==> config.mk <==
export PLATFORM = sky130hd
export DESIGN_NAME = date_line_parser
export DESIGN_NICKNAME = d
export VERILOG_FILES = /design/src/rtl/dlp_pkg.sv /design/src/rtl/dlp_front.sv /design/src/rtl/dlp_queue.sv /design/src/rtl/dlp_back.sv /design/src/rtl/date_line_parser.sv
export SDC_FILE = /design/constraint.sdc
export NUM_CORES = 1
export LEC_CHECK = 0
export CAP_MARGIN = 20
export CORE_UTILIZATION = 55
export DETAILED_ROUTE_END_ITERATION = 8
export DONT_BUFFER_PORTS = 1
export MAX_ROUTING_LAYER = met4
export PLACE_DENSITY = 0.74
export SETUP_SLACK_MARGIN = 0.1
export SYNTH_ARGS = -nofsm -noshare
export SYNTH_HDL_FRONTEND = slang
export SYNTH_HIERARCHICAL = 1
export SYNTH_SLANG_ARGS = --single-unit
export TNS_END_PERCENT = 50
==> constraint.sdc <==
create_clock -name clk -period 5.6 [get_ports clk]
set_input_delay 0.56 -clock clk [delete_from_list [all_inputs] [get_ports clk]]
set_output_delay 0.56 -clock clk [all_outputs]
set_load 0.005 [all_outputs]
==> src/rtl/dlp_pkg.sv <==
`default_nettype none

package dlp_pkg;

  localparam logic [1:0] OP_CHAR = 2'd0;
  localparam logic [1:0] OP_DEL  = 2'd1;
  localparam logic [1:0] OP_RET  = 2'd2;

  localparam logic [2:0] KIND_ECHO     = 3'd0;
  localparam logic [2:0] KIND_LINE_END = 3'd1;
  localparam logic [2:0] KIND_DATE_OK  = 3'd2;
  localparam logic [2:0] KIND_FMT_ERR  = 3'd3;
  localparam logic [2:0] KIND_FEB_FLAG = 3'd4;

  localparam logic [7:0] CH_DEL   = 8'h7f;
  localparam logic [7:0] CH_CR    = 8'h0d;
  localparam logic [7:0] CH_BS    = 8'h08;
  localparam logic [7:0] CH_SPACE = 8'h20;
  localparam logic [7:0] CH_SLASH = 8'h2f;
  localparam logic [7:0] CH_COLON = 8'h3a;
  localparam logic [7:0] CH_ZERO  = 8'h30;
  localparam logic [7:0] CH_NINE  = 8'h39;

  localparam int          RUN_W        = 14;
  localparam logic [13:0] RUN_CAP      = 14'd9999;
  localparam logic [2:0]  FLD_DAY      = 3'd0;
  localparam logic [2:0]  FLD_MONTH    = 3'd1;
  localparam logic [2:0]  FLD_YEAR     = 3'd2;
  localparam logic [2:0]  FLD_HOUR     = 3'd3;
  localparam logic [2:0]  FLD_MINUTE   = 3'd4;
  localparam logic [2:0]  FLD_SECOND   = 3'd5;
  localparam logic [3:0]  FEB_MONTH    = 4'd2;
  localparam logic [4:0]  FEB_LAST_DAY = 5'd28;

  localparam int Q_DEPTH = 4;
  localparam int Q_PTR_W = $clog2(Q_DEPTH);
  localparam int Q_CNT_W = $clog2(Q_DEPTH + 1);

  typedef struct packed {
    logic [1:0] op;
    logic [7:0] data;
  } cmd_t;

  typedef struct packed {
    logic [2:0]  kind;
    logic [7:0]  tx_byte;
    logic [4:0]  day;
    logic [3:0]  month;
    logic [11:0] year;
    logic [4:0]  hour;
    logic [5:0]  minute;
    logic [5:0]  second;
    logic        last;
  } result_t;

  function automatic logic [13:0] field_lo(input logic [2:0] f);
    logic [13:0] v;
    unique case (f)
      FLD_DAY:    v = 14'd1;
      FLD_MONTH:  v = 14'd1;
      FLD_YEAR:   v = 14'd1970;
      default:    v = 14'd0;
    endcase
    return v;
  endfunction

  function automatic logic [13:0] field_hi(input logic [2:0] f);
    logic [13:0] v;
    unique case (f)
      FLD_DAY:    v = 14'd31;
      FLD_MONTH:  v = 14'd12;
      FLD_YEAR:   v = 14'd2099;
      FLD_HOUR:   v = 14'd23;
      default:    v = 14'd59;
    endcase
    return v;
  endfunction

  function automatic logic [7:0] sep_char(input logic [2:0] f);
    logic [7:0] v;
    unique case (f)
      FLD_DAY:    v = CH_SLASH;
      FLD_MONTH:  v = CH_SLASH;
      FLD_YEAR:   v = CH_SPACE;
      default:    v = CH_COLON;
    endcase
    return v;
  endfunction

endpackage

`default_nettype wire

==> src/rtl/dlp_front.sv <==
`default_nettype none

module dlp_front (
  input  wire logic        clk,
  input  wire logic        rst,
  input  wire logic        in_valid,
  output logic             in_ready,
  input  wire logic [7:0]  in_byte,
  output logic             cmd_valid,
  input  wire logic        cmd_ready,
  output dlp_pkg::cmd_t    cmd
);

  logic          valid;
  dlp_pkg::cmd_t cmd_reg;
  logic [1:0]    op_class;

  assign in_ready  = !valid || cmd_ready;
  assign cmd_valid = valid;
  assign cmd       = cmd_reg;

  always_comb begin
    priority if (in_byte == dlp_pkg::CH_DEL) begin
      op_class = dlp_pkg::OP_DEL;
    end else if (in_byte == dlp_pkg::CH_CR) begin
      op_class = dlp_pkg::OP_RET;
    end else begin
      op_class = dlp_pkg::OP_CHAR;
    end
  end

  always_ff @(posedge clk) begin
    if (rst) begin
      valid <= 1'b0;
    end else if (in_ready) begin
      valid <= in_valid;
    end
  end

  always_ff @(posedge clk) begin
    if (in_valid && in_ready) begin
      cmd_reg.op   <= op_class;
      cmd_reg.data <= in_byte;
    end
  end

endmodule

`default_nettype wire

==> src/rtl/dlp_queue.sv <==
`default_nettype none

module dlp_queue (
  input  wire logic           clk,
  input  wire logic           rst,
  input  wire logic           push_valid,
  output logic                push_ready,
  input  wire dlp_pkg::cmd_t  push_cmd,
  output logic                pop_valid,
  input  wire logic           pop,
  output dlp_pkg::cmd_t       pop_cmd
);

  dlp_pkg::cmd_t                entries [dlp_pkg::Q_DEPTH];
  logic [dlp_pkg::Q_PTR_W-1:0]  wr_ptr;
  logic [dlp_pkg::Q_PTR_W-1:0]  rd_ptr;
  logic [dlp_pkg::Q_CNT_W-1:0]  count;
  logic                         do_push;
  logic                         do_pop;

  assign push_ready = count != dlp_pkg::Q_CNT_W'(dlp_pkg::Q_DEPTH);
  assign pop_valid  = count != '0;
  assign pop_cmd    = entries[rd_ptr];
  assign do_push    = push_valid && push_ready;
  assign do_pop     = pop && pop_valid;

  always_ff @(posedge clk) begin
    if (rst) begin
      wr_ptr <= '0;
      rd_ptr <= '0;
      count  <= '0;
    end else begin
      if (do_push) begin
        wr_ptr <= wr_ptr + 1'b1;
      end
      if (do_pop) begin
        rd_ptr <= rd_ptr + 1'b1;
      end
      if (do_push && !do_pop) begin
        count <= count + 1'b1;
      end else if (do_pop && !do_push) begin
        count <= count - 1'b1;
      end
    end
  end

  always_ff @(posedge clk) begin
    if (do_push) begin
      entries[wr_ptr] <= push_cmd;
    end
  end

endmodule

`default_nettype wire

==> src/rtl/dlp_back.sv <==
`default_nettype none

module dlp_back #(
  parameter int LINE_DEPTH = 32
) (
  input  wire logic           clk,
  input  wire logic           rst,
  input  wire logic           q_valid,
  input  wire dlp_pkg::cmd_t  q_cmd,
  output logic                q_pop,
  output logic                res_valid,
  input  wire logic           res_ready,
  output dlp_pkg::result_t    res
);

  localparam int IDX_W = $clog2(LINE_DEPTH);
  localparam logic [IDX_W-1:0] FULL_FILL = IDX_W'(LINE_DEPTH - 1);

  localparam logic [2:0] S_IDLE  = 3'd0;
  localparam logic [2:0] S_DEL1  = 3'd1;
  localparam logic [2:0] S_DEL2  = 3'd2;
  localparam logic [2:0] S_PARSE = 3'd3;
  localparam logic [2:0] S_DONE  = 3'd4;

  logic [7:0]       line_mem [LINE_DEPTH];
  logic [7:0]       rd_data;

  logic [2:0]       state, state_next;
  logic [IDX_W-1:0] fill, fill_next;
  logic [IDX_W-1:0] pos, pos_next;
  logic [2:0]       fld, fld_next;
  logic [13:0]      acc, acc_next;
  logic [2:0]       res_kind, res_kind_next;
  logic [4:0]       day;
  logic [3:0]       month;
  logic [11:0]      year;
  logic [4:0]       hour;
  logic [5:0]       minute;
  logic [5:0]       second;

  logic             slot_ok;
  logic             emit;
  dlp_pkg::result_t emit_res;
  logic             wr_en;
  logic             store_en;
  logic             at_end;
  logic             is_digit;
  logic             sep_ok;
  logic             range_ok;
  logic [16:0]      acc_sum;
  logic [13:0]      acc_sat;
  logic             feb_flag;

  assign slot_ok  = !res_valid || res_ready;
  assign at_end   = pos >= fill;
  assign is_digit = !at_end && rd_data >= dlp_pkg::CH_ZERO && rd_data <= dlp_pkg::CH_NINE;
  assign sep_ok   = !at_end && rd_data == dlp_pkg::sep_char(fld);
  assign range_ok = acc >= dlp_pkg::field_lo(fld) && acc <= dlp_pkg::field_hi(fld);
  assign acc_sum  = (17'(acc) << 3) + (17'(acc) << 1) + 17'(rd_data[3:0]);
  assign acc_sat  = (acc_sum > 17'(dlp_pkg::RUN_CAP)) ? dlp_pkg::RUN_CAP : acc_sum[13:0];
  assign feb_flag = month == dlp_pkg::FEB_MONTH && day > dlp_pkg::FEB_LAST_DAY;

  always_comb begin
    q_pop         = 1'b0;
    emit          = 1'b0;
    emit_res      = '0;
    wr_en         = 1'b0;
    store_en      = 1'b0;
    state_next    = state;
    fill_next     = fill;
    pos_next      = pos;
    fld_next      = fld;
    acc_next      = acc;
    res_kind_next = res_kind;
    unique case (state)
      S_IDLE: begin
        if (q_valid && slot_ok) begin
          q_pop = 1'b1;
          unique case (q_cmd.op)
            dlp_pkg::OP_CHAR: begin
              if (fill < FULL_FILL) begin
                wr_en            = 1'b1;
                fill_next        = fill + 1'b1;
                emit             = 1'b1;
                emit_res.kind    = dlp_pkg::KIND_ECHO;
                emit_res.tx_byte = q_cmd.data;
                emit_res.last    = 1'b1;
              end
            end
            dlp_pkg::OP_DEL: begin
              if (fill != '0) begin
                emit             = 1'b1;
                emit_res.kind    = dlp_pkg::KIND_ECHO;
                emit_res.tx_byte = dlp_pkg::CH_BS;
                fill_next        = fill - 1'b1;
                state_next       = S_DEL1;
              end
            end
            dlp_pkg::OP_RET: begin
              if (fill != '0) begin
                emit          = 1'b1;
                emit_res.kind = dlp_pkg::KIND_LINE_END;
                pos_next      = '0;
                fld_next      = dlp_pkg::FLD_DAY;
                acc_next      = '0;
                state_next    = S_PARSE;
              end
            end
            default: ;
          endcase
        end
      end
      S_DEL1: begin
        if (slot_ok) begin
          emit             = 1'b1;
          emit_res.kind    = dlp_pkg::KIND_ECHO;
          emit_res.tx_byte = dlp_pkg::CH_SPACE;
          state_next       = S_DEL2;
        end
      end
      S_DEL2: begin
        if (slot_ok) begin
          emit             = 1'b1;
          emit_res.kind    = dlp_pkg::KIND_ECHO;
          emit_res.tx_byte = dlp_pkg::CH_BS;
          emit_res.last    = 1'b1;
          state_next       = S_IDLE;
        end
      end
      S_PARSE: begin
        priority if (is_digit) begin
          acc_next = acc_sat;
          pos_next = pos + 1'b1;
        end else if (!range_ok) begin
          res_kind_next = dlp_pkg::KIND_FMT_ERR;
          state_next    = S_DONE;
        end else begin
          store_en = 1'b1;
          priority if (fld == dlp_pkg::FLD_SECOND) begin
            res_kind_next = feb_flag ? dlp_pkg::KIND_FEB_FLAG : dlp_pkg::KIND_DATE_OK;
            state_next    = S_DONE;
          end else if (sep_ok) begin
            pos_next = pos + 1'b1;
            fld_next = fld + 1'b1;
            acc_next = '0;
          end else begin
            res_kind_next = dlp_pkg::KIND_FMT_ERR;
            state_next    = S_DONE;
          end
        end
      end
      S_DONE: begin
        if (slot_ok) begin
          emit          = 1'b1;
          emit_res.kind = res_kind;
          emit_res.last = 1'b1;
          if (res_kind != dlp_pkg::KIND_FMT_ERR) begin
            emit_res.day    = day;
            emit_res.month  = month;
            emit_res.year   = year;
            emit_res.hour   = hour;
            emit_res.minute = minute;
            emit_res.second = second;
          end
          fill_next  = '0;
          state_next = S_IDLE;
        end
      end
      default: begin
        state_next = S_IDLE;
      end
    endcase
  end

  always_ff @(posedge clk) begin
    if (rst) begin
      state     <= S_IDLE;
      fill      <= '0;
      res_valid <= 1'b0;
    end else begin
      state <= state_next;
      fill  <= fill_next;
      if (emit) begin
        res_valid <= 1'b1;
      end else if (res_ready) begin
        res_valid <= 1'b0;
      end
    end
  end

  always_ff @(posedge clk) begin
    pos      <= pos_next;
    fld      <= fld_next;
    acc      <= acc_next;
    res_kind <= res_kind_next;
    if (emit) begin
      res <= emit_res;
    end
    if (store_en) begin
      unique case (fld)
        dlp_pkg::FLD_DAY:    day    <= acc[4:0];
        dlp_pkg::FLD_MONTH:  month  <= acc[3:0];
        dlp_pkg::FLD_YEAR:   year   <= acc[11:0];
        dlp_pkg::FLD_HOUR:   hour   <= acc[4:0];
        dlp_pkg::FLD_MINUTE: minute <= acc[5:0];
        default:             second <= acc[5:0];
      endcase
    end
  end

  always_ff @(posedge clk) begin
    if (wr_en) begin
      line_mem[fill] <= q_cmd.data;
    end
    rd_data <= line_mem[pos_next];
  end

endmodule

`default_nettype wire

==> src/rtl/date_line_parser.sv <==
// serial console line editor with date and time parser
// s_axis carries received bytes, one byte per word; m_axis carries results,
// and one input byte gives zero to three result words, the final one with
// tlast set
// an ordinary byte is echoed (tuser 0) and stored while the line holds fewer
// than LINE_DEPTH-1 bytes; delete echoes backspace, space, backspace
// return on a non-empty line gives a line end word (tuser 1), then the parse
// outcome: 2 date accepted, 3 format error, 4 accepted but february day flagged
// input passes the front register, a queue entry, then the result register
// echo and delete words stream at one per cycle while tready is high; a return
// scans the stored line one character per cycle from the line memory, and its
// last word follows the end of that scan
// a four-entry command queue lets input keep flowing while results stall
// when the receiver holds tready low the result register keeps its word and
// the line engine waits before its next word; input stalls only once the queue is full
// synchronous reset empties the line, the queue and the result register
`default_nettype none

module date_line_parser #(
  parameter int LINE_DEPTH = 32
) (
  input  wire logic        clk,
  input  wire logic        rst,
  input  wire logic        s_axis_tvalid,
  output logic             s_axis_tready,
  input  wire logic [7:0]  s_axis_tdata,   // rx_byte
  output logic             m_axis_tvalid,
  input  wire logic        m_axis_tready,
  output logic [47:0]      m_axis_tdata,   // tx_byte, day, month, year, hour, minute, second
  output logic [2:0]       m_axis_tuser,   // kind
  output logic             m_axis_tlast
);

  logic             f_valid;
  logic             f_ready;
  dlp_pkg::cmd_t    f_cmd;
  logic             q_valid;
  logic             q_pop;
  dlp_pkg::cmd_t    q_cmd;
  dlp_pkg::result_t res;

  dlp_front u_front (
    .clk       (clk),
    .rst       (rst),
    .in_valid  (s_axis_tvalid),
    .in_ready  (s_axis_tready),
    .in_byte   (s_axis_tdata),
    .cmd_valid (f_valid),
    .cmd_ready (f_ready),
    .cmd       (f_cmd)
  );

  dlp_queue u_queue (
    .clk        (clk),
    .rst        (rst),
    .push_valid (f_valid),
    .push_ready (f_ready),
    .push_cmd   (f_cmd),
    .pop_valid  (q_valid),
    .pop        (q_pop),
    .pop_cmd    (q_cmd)
  );

  dlp_back #(
    .LINE_DEPTH (LINE_DEPTH)
  ) u_back (
    .clk       (clk),
    .rst       (rst),
    .q_valid   (q_valid),
    .q_cmd     (q_cmd),
    .q_pop     (q_pop),
    .res_valid (m_axis_tvalid),
    .res_ready (m_axis_tready),
    .res       (res)
  );

  assign m_axis_tdata = {2'b00, res.second, res.minute, res.hour, res.year,
                         res.month, res.day, res.tx_byte};
  assign m_axis_tuser = res.kind;
  assign m_axis_tlast = res.last;

endmodule

`default_nettype wire

==> run metrics <==
run status=completed; worst slew pin tran=1060 ps; Die ar.=36,300 um^2; R2R depth=16; Worst Path Max Fanout=45; Pleak=0.00759 uW; hold buffer count at CTS=0; FF+latch count, synth=446; sequential-to-total area share from yosys stat=0.669; CP peak stage delay=790 ps; Highest Clock Rate=0.193 GHz; CP Class=flop to flop; largest registers=u_back/line_mem: 256 flops, u_back/res: 50 flops, u_queue/entries: 40 flops; Hold Path Depth=1; pwr/cell area=441 nW/um^2; die width=191 um; number of CTS-inserted buffers=44; antenna cells=0; Layout Area Growth over Synthesis=9.26%; WP data arrival=5610 ps; Post-CTS Setup Bufs=0; worst hold path class=input pin to flop; Max Slew Vio Count=0; Tmin final=5190 ps; Yosys top cell by area=edfxtp_1; nets=1,436; Synth Warn #=6; CTS Buffer Depth=3; CP endpoint kind=flop; H-tree levels=2; die height=191 um; Mean Syn Cell Area=14.5 um^2; Initial Util=0.563; hpwl dp=26.3 mm; first-pass GRT wire length=63.1 mm; Port Buffers=0; via/cell ratio=6.16; core box area=34,700 um^2; Slew HR=0.289; Max IR drop VDD=0.348 mV; final setup skew=16.3 ps; final hold vios=0; Top FF cell, synth=edfxtp_1; Synth Cell Area=19,500 um^2; clk_lat worst skew=550 ps; CTS tree=built; crit-path cells=inv_1 -> ha_1 -> nor2b_1 -> inv_1 -> ha_1 -> o21ai_0 -> a2111oi_0 -> o22ai_2 -> o311a_4 -> a21o_1 -> inv_8 -> buf_4 -> mux2i_1 -> mux2i_1 -> o211ai_1 -> nor4_2; number of synthesized flops with an enable pin=414; final wirelength=40.5 mm; cell count after synthesis=1,346; num ports=66; Most flops, register=u_back/line_mem; 1st-pass router iterations=5; post-CTS sizing=0; # fillers=2,553; final core utilization=0.615; final setup fails=0; Remaining Overflow, GRT=0; setup tns final=0 ps; Netlist cell types=84; synth top area cells=edfxtp_1 64%, mux2i_1 5.3%, ha_1 4.2%; slowest stage cell, crit path=a2111oi_0; final worst path period share=0.927; MaxCap Viol Count=0; row count=68; DRC Markers=0; CP startpoint kind=flop; Placed Area=19,900 um^2; initial antenna violation count=0; Yosys top cell area share=0.636; routed via count=11,400; First DRT Iteration DRCs=1,142; Design Area, Final=21,400 um^2; largest net degree at the start of global routing=77; RSZ-0062 raised after global routing=no; GRT Overall Usage=0.234; Root Driver=clkbuf_16; GP Congestion=0.900; post-DR wirelength/cell=21.9 um; share of cells above drive strength 1=0.0950; ANT nets after route=0; Clock Sinks=446; vias in the first global route=11,100; CP required=6020 ps; asr flop ratio synth=0; max reg flops=256; Reg clk slew, reported paths=60 ps
[cells in the final DEF (no fill, tap or decap), drive strengths merged, types with 18 or more instances in the layout]
cell,n
dfxtp,32
ha,65
nor3,23
a221oi,33
mux2i,104
inv,47
nand3,24
nor2,85
nor2b,38
clkbuf,61
o21ai,30
and2,55
a21oi,51
edfxtp,414
o211ai,18
nand2,53
nand4,19
[power by group]
part	switching (uW)	total [uW]	internal, uW
registers	266	4490	4230
logic	1360	2070	711
clock network	1190	2850	1650
total	2820	9410	6590
[cell usage after synthesis (4+ instances only)]
library cell	n
mux4_2	10
a211oi_1	9
inv_2	4
edfxtp_1	414
o211ai_1	18
nand2_1	53
buf_2	16
o21ai_0	30
or3_1	7
xnor2_1	11
nor3_1	20
nand2b_1	7
nor4_2	7
a32oi_1	4
dfxtp_1	32
a22oi_1	10
and3_1	10
nand3_1	24
fa_1	4
buf_6	4
a221oi_1	33
a21o_1	6
mux2i_1	104
clkbuf_1	28
a21oi_1	50
o22ai_1	15
inv_1	41
nand4_1	19
nor2_1	83
buf_4	6
xor2_1	9
and2_1	55
or4_1	9
a31oi_1	11
nor2b_1	38
nor4b_1	5
ha_1	65
[cells by family (layout without fill, tap and decap cells)]
kind of cell / Yosys count / count (layout) / synth area share
simple gates: 360 / 360 / 0.101
flops: 446 / 446 / 0.669
mux: 115 / 115 / 0.0656
buf+inv: 107 / 142 / 0.0267
xor+xnor: 20 / 20 / 0.00896
fa+ha+maj: 69 / 69 / 0.0457
compound gates: 227 / 227 / 0.0830
other cells: 2 / 10 / 0.000384
[critical path: cells and delay by family (launching register included)]
kind,cells,cell delay (ps)
AO/OA/AOI/OAI,6,2330
buffers and inverters,4,1040
adder cells (fa/ha/maj),2,550
flip-flops,1,450
multiplexers,2,340
AND/OR/NAND/NOR,2,330
[through the flow]
step                total power [uW]  hold slack (ps)  worst slack (ps)  instances
floorplan                       6080              459              1290       1354
global placement                6540              469               697       1763
detailed placement              6630              487               542       1763
CTS                             9470             53.0               499       1843
global route                    9830             58.3               125       1844
finish                          9410             79.4               410       1844
[final timing paths]
check                                     from                     to  slack [ps]
worst max-delay path             u_back/fld[0]      u_back/rd_data[3]         410
worst min register to register  u_front/cmd[7]  u_queue/entries[1][7]         500
worst max register to register   u_back/fld[0]      u_back/rd_data[3]         410
worst min-delay path                       rst      u_front/cmd_valid          80
[per-layer routing]
metal  track usage  wire length [um]  vias to the layer above
met1         0.305             17200                     5634
met2         0.377             19600                      453
met4        0.0680               939                        0
met5             -                 0                        -
met3        0.0442              2690                       72
li1              -                 -                     5198
[final cells by class]
type | count | area, um^2 | area share
clock buffer | 61 | 1250 | 0.0584
timing repair buffer | 16 | 136 | 0.00639
multi-input combinational | 801 | 5990 | 0.281
clock inverter | 19 | 156 | 0.00732
sequential | 446 | 13100 | 0.612
inverter | 46 | 180 | 0.00844
tap | 455 | 569 | 0.0267
Note: power is estimated with default switching activity, not from simulation.
